### src/rtl/gmt_pkg.sv
// Shared types and constants for the gossip membership table.
package gmt_pkg;
  localparam int TABLE_DEPTH = 64;
  localparam int IDX_W = $clog2(TABLE_DEPTH);
  localparam int CNT_W = $clog2(TABLE_DEPTH + 1);

  typedef enum logic [1:0] {
    OP_JOIN  = 2'd0,
    OP_MERGE = 2'd1,
    OP_TICK  = 2'd2,
    OP_READ  = 2'd3
  } op_t;

  typedef enum logic [2:0] {
    ST_ADDED   = 3'd0,
    ST_UPDATED = 3'd1,
    ST_KEPT    = 3'd2,
    ST_DROPPED = 3'd3,
    ST_FULL    = 3'd4,
    ST_TICKED  = 3'd5,
    ST_READ_OK = 3'd6,
    ST_EMPTY   = 3'd7
  } status_t;

  localparam logic [1:0] CFG_FAIL_TO   = 2'd0;
  localparam logic [1:0] CFG_REMOVE_TO = 2'd1;
  localparam logic [1:0] CFG_SELF_ID   = 2'd2;
  localparam logic [1:0] CFG_SELF_PORT = 2'd3;

  // One member record.
  typedef struct packed {
    logic [31:0] id;
    logic [15:0] port;
    logic [31:0] hb;
    logic [30:0] tm;
  } entry_t;

  // Command handed from the front to the back.
  typedef struct packed {
    op_t         op;
    logic        dropped;
    entry_t      ent;
    logic [30:0] now;
    logic [5:0]  ridx;
  } cmd_t;

  typedef struct packed {
    status_t     status;
    entry_t      ent;
    logic [6:0]  count;
    logic [6:0]  removed;
  } res_t;
endpackage

### src/rtl/gmt_front.sv
// Front: accepts input beats, does the fail-age check, queues commands.
module gmt_front (
  input  logic            clk,
  input  logic            rst_n,
  input  logic            in_valid,
  output logic            in_ready,
  input  gmt_pkg::cmd_t   in_cmd,
  input  logic [15:0]     fail_timeout,
  output logic            q_valid,
  input  logic            q_ready,
  output gmt_pkg::cmd_t   q_cmd
);
  import gmt_pkg::*;

  cmd_t       fifo_r [2];
  logic       wp_r, rp_r;
  logic [1:0] cnt_r;
  logic [31:0] age;
  cmd_t       c;

  assign in_ready = (cnt_r != 2'd2);
  assign q_valid  = (cnt_r != 2'd0);
  assign q_cmd    = fifo_r[rp_r];

  always_comb begin
    c = in_cmd;
    age = {1'b0, in_cmd.now} - {1'b0, in_cmd.ent.tm};
    c.dropped = (in_cmd.op == OP_MERGE) && !age[31] && (age[30:0] >= {15'd0, fail_timeout});
  end

  always_ff @(posedge clk) begin
    if (!rst_n) begin
      wp_r <= 1'b0; rp_r <= 1'b0; cnt_r <= 2'd0;
    end else begin
      if (in_valid && in_ready) begin
        fifo_r[wp_r] <= c;
        wp_r <= ~wp_r;
      end
      if (q_valid && q_ready) rp_r <= ~rp_r;
      cnt_r <= cnt_r + {1'b0, in_valid && in_ready} - {1'b0, q_valid && q_ready};
    end
  end

  assert property (@(posedge clk) disable iff (!rst_n) cnt_r <= 2'd2)
    else $error("queue overflow");
  assert property (@(posedge clk) disable iff (!rst_n) (cnt_r == 2'd0) |-> !q_valid)
    else $error("empty queue valid");
  assert property (@(posedge clk) disable iff (!rst_n)
    (in_valid && in_ready && !(q_valid && q_ready)) |=> cnt_r == $past(cnt_r) + 2'd1)
    else $error("count slip");
endmodule

### config.mk
export PLATFORM = sky130hd
export DESIGN_NAME = gmt_front
export DESIGN_NICKNAME = d
export VERILOG_FILES = /design/src/rtl/gmt_pkg.sv /design/src/rtl/gmt_front.sv
export SDC_FILE = /design/constraint.sdc
export NUM_CORES = 1
export LEC_CHECK = 0
export BUFFER_PORTS_ARGS = -buffer_cell sky130_fd_sc_hd__buf_2
export CAP_MARGIN = 25
export CORE_MARGIN = 2
export CORE_UTILIZATION = 40
export CTS_CLUSTER_DIAMETER = 120
export CTS_CLUSTER_SIZE = 25
export DETAILED_ROUTE_END_ITERATION = 8
export PLACE_DENSITY = 0.68
export SYNTH_ARGS = -nofsm -noshare
export SYNTH_HDL_FRONTEND = slang
export SYNTH_SLANG_ARGS = --single-unit
### constraint.sdc
create_clock -name clk -period 16.55 [get_ports clk]
set_clock_uncertainty 0.2 [all_clocks]
set_input_delay 3.31 -clock clk [delete_from_list [all_inputs] [get_ports clk]]
set_output_delay 3.31 -clock clk [all_outputs]
set_load 0.01 [all_outputs]
==> impl_metrics.csv <==
group,metric,value,unit
outcome,status,"completed",
critical_path,crit_fanout,4,
clock_tree,clkSinkCount,307,
finish,multi_input_area,0.00387,mm²
sta,hold-worst-slack,0.346,ns
floorplan,fp.dieH,187,µm
hold_path,min_from,"rp_r$_SDFFE_PN0P_",
global_routing,use_met2,28.9,%
routing,first_pass_iters,4,
global_routing,grt_util_met3,3.94,%
global_routing,grt_util_met1,21.7,%
clock_tree,clock_path_buffers,3,
global_routing,antenna_found_initial,5,
yosys,synth-xor-area-share,1.51,%
critical_path,r2r_cells,4,
yosys,syn_inst,840,
finish,syn2layout_area_growth,19.7,%
global_routing,grtUsageTotal,16.7,%
clock_tree,clkTransAtPathRegs,0.10,ns
finish,register_area,0.00917,mm²
sta,setup_viol,0,
sta,fin_tns_setup,0,ns
global_routing,grt_pass1_vias,8291,
finish,instances_no_fill,1613,
placed_design,dp_cells,1588,
critical_path,required,16.61,ns
placed_design,place_hpwl,21400,µm
sta,tightest_slew,1.04,ns
clock_tree,numCtsBuffers,16,
finish,drive_gt1_share,43.8,%
floorplan,core,0.0327,mm²
critical_path,rrSetupSlack,13.20,ns
global_routing,grt_max_degree,78,
power_and_ir_drop,powerDensity,119,mW/mm²
global_routing,grt_overflow_total,0,
yosys,ys.flop_type,"edfxtp_1",
yosys,synth_edf_count,302,
yosys,synthesis.nets,1061,
clock_tree,hold_buffers,0,
yosys,synth_simple_gate_area_share,4.08,%
yosys,synth_top_family_by_area,"multiplexers",
sta,hold_violations,0,
routing,routed_wl,29700,µm
critical_path,worstPathArrival,7.32,ns
yosys,synth_compound_area_share,5.65,%
critical_path,critical_path_class,"in2reg",
clock_tree,clock_latency,0.50,ns
clock_tree,postCtsResizedCells,0,
routing,vias_per_cell,5.00,
hold_path,hp-class,"reg2reg",
sta,max_slew_margin,30.6,%
floorplan,io_pins,324,
placed_design,gp_congestion,0.796,
global_routing,grt_pass1_wl,45900,µm
floorplan,die-area,0.0349,mm²
routing,drt_iter0_drc,402,
yosys,syn-cell-area,0.0134,mm²
critical_path,r2r_end,"fifo_r[1][4]$_DFFE_PP_",
critical_path,startpoint_type,"input port",
routing,drc,0,
placed_design,io_buffers,322,
clock_tree,htreeDepth,1,
sta,rsz0062_at_grt,"no",
finish,layout.nets,1385,
routing,num_vias,8070,
yosys,synth.avg_cell_area,15.9,µm²
yosys,ys_warn_count,0,
routing,ant_nets,0,
sta,layout_min_cycle_time,7.25,ns
sta,fmax,138,MHz
yosys,synthArstFlopShare,0,%
critical_path,r2r-start,"cnt_r[0]$_SDFF_PN0_",
sta,final.period_utilization,43.8,%
routing,wl_per_cell,18.4,µm
yosys,synth_cell_types,59,
floorplan,start_util,40.9,%
clock_tree,cts-root-buf,"clkbuf_16",
global_routing,grt_busiest_layer,"met2",
hold_path,min_path_cells,2,
sta,drv_slew,0,
clock_tree,postCtsSetupBuffers,0,
critical_path,endpoint_kind,"register",
flow_run,cap_violations,0,
yosys,synthMuxAreaShare,12.9,%
power_and_ir_drop,p_leak,6.14,nW
yosys,synthAdderAreaFrac,4.74,%
floorplan,fp.dieW,187,µm
floorplan,rows,66,
power_and_ir_drop,ir_worst_vdd,0.0968,mV
yosys,yosysSeqAreaShare,68.6,%
finish,fillers,2869,
clock_tree,cts_tree,"done",
yosys,ys_ff_latch,307,
## final cells by class
| cell class | instances | area share (%) |
|---|---|---|
| antenna | 1 | 0.0156 |
| clock buffer | 22 | 2.77 |
| clock inverter | 2 | 0.289 |
| inverter | 62 | 1.45 |
| multi-input combinational | 448 | 24.2 |
| sequential | 307 | 57.3 |
| tap | 442 | 3.45 |
| timing repair buffer | 329 | 10.5 |
## Yosys cell counts (all sizes together) (9+ instances only)
master  instances  share of area, %
a21oi          42               1.6
o21ai          17              0.66
ha             49               4.6
nor2           22              0.62
nand2          25              0.72
clkbuf         20              0.56
nor3            9              0.34
inv            62               1.7
edfxtp        302                68
mux2          151                13
xnor2          17               1.1
## power breakdown
part,internal [mW],total [mW],switching [mW]
registers,0.928,0.949,0.0208
logic,0.234,0.508,0.274
clock network,0.208,0.444,0.236
total,1.37,1.90,0.531
## worst max path at each step
stage	endpoint	depth (start not counted)	slack, ns	startpoint
2_1_floorplan	fifo_r[0][0]$_DFFE_PP_	2	1.12	in_valid
3_3_place_gp	fifo_r[0][148]$_DFFE_PP_	22	8.78	in_cmd[6]
3_5_place_dp	fifo_r[1][148]$_DFFE_PP_	22	8.75	in_cmd[6]
4_1_cts	fifo_r[1][148]$_DFFE_PP_	22	9.31	in_cmd[6]
5_1_grt	fifo_r[1][148]$_DFFE_PP_	22	9.00	in_cmd[6]
6_report	fifo_r[1][148]$_DFFE_PP_	22	9.30	in_cmd[6]
## per-layer routing
layer  vias to the layer above  wire length [µm]
li1                       3842                 -
met3                        33              2360
met4                         8               380
met1                      3903             12400
met2                       284             14600
met5                         -                51
## kinds of logic (layout without fill, tap and decap cells)
kind of cell    count (synthesis)  after routing
fa+ha+maj                      50             50
simple gates                  106            106
xor+xnor                       23             23
mux                           154            154
buf+inv                        85            415
flops                         307            307
compound gates                115            115
other cells                     0              1
## critical path, stage by stage
cell and delay (ns):
buf_2 0.12, inv_1 0.05, ha_1 0.19, fa_1 0.23, nor2b_1 0.07, o31a_1 0.27, o22ai_1 0.40, nor2_1 0.07
o21ai_0 0.17, nand2_1 0.10, a21oi_1 0.15, o21bai_1 0.09, xor2_1 0.15, ha_1 0.29, a21oi_1 0.17, o22ai_1 0.11
nor4_1 0.20, o311a_1 0.21, o2111ai_1 0.11, nor4_1 0.37, nand4bb_1 0.19, o2111a_1 0.29
## sequential cells by signal (all words and copies together), names as in the netlist, named ones only
signal  flops
rp_r        1
cnt_r       2
wp_r        1
fifo_r    302
## placed cells by master (no fill, tap or decap), drive strengths merged, types with 3 or more instances in the layout
master	n
mux2i	3
nor2	22
a21boi	3
nor2b	7
nor3	9
o211ai	5
nand3	8
or3	3
o31ai	6
dfxtp	5
o21ai	17
nand2	25
edfxtp	302
clkbuf	22
nand2b	4
buf	329
a21oi	42
nand4	8
o21a	6
ha	49
xor2	6
o22ai	3
xnor2	17
nor4	3
and2	6
a211oi	3
o21bai	4
a21o	7
a31oi	3
and4	3
inv	63
mux2	151
## per-stage QoR
| step | total power [mW] | area [µm²] | utilization (%) | worst slack (ns) |
|---|---|---|---|---|
| CTS | 1.93 | 16000 | 48.9 | 9.31 |
| detailed placement | 1.48 | 15500 | 47.4 | 8.75 |
| global placement | 1.47 | 15500 | 47.4 | 8.78 |
| floorplan | 1.31 | 13400 | - | 1.12 |
| finish | 1.90 | 16000 | 49.0 | 9.30 |
| global route | 1.99 | 16000 | 49.0 | 9.00 |
Power figures use the tool's default switching activity.
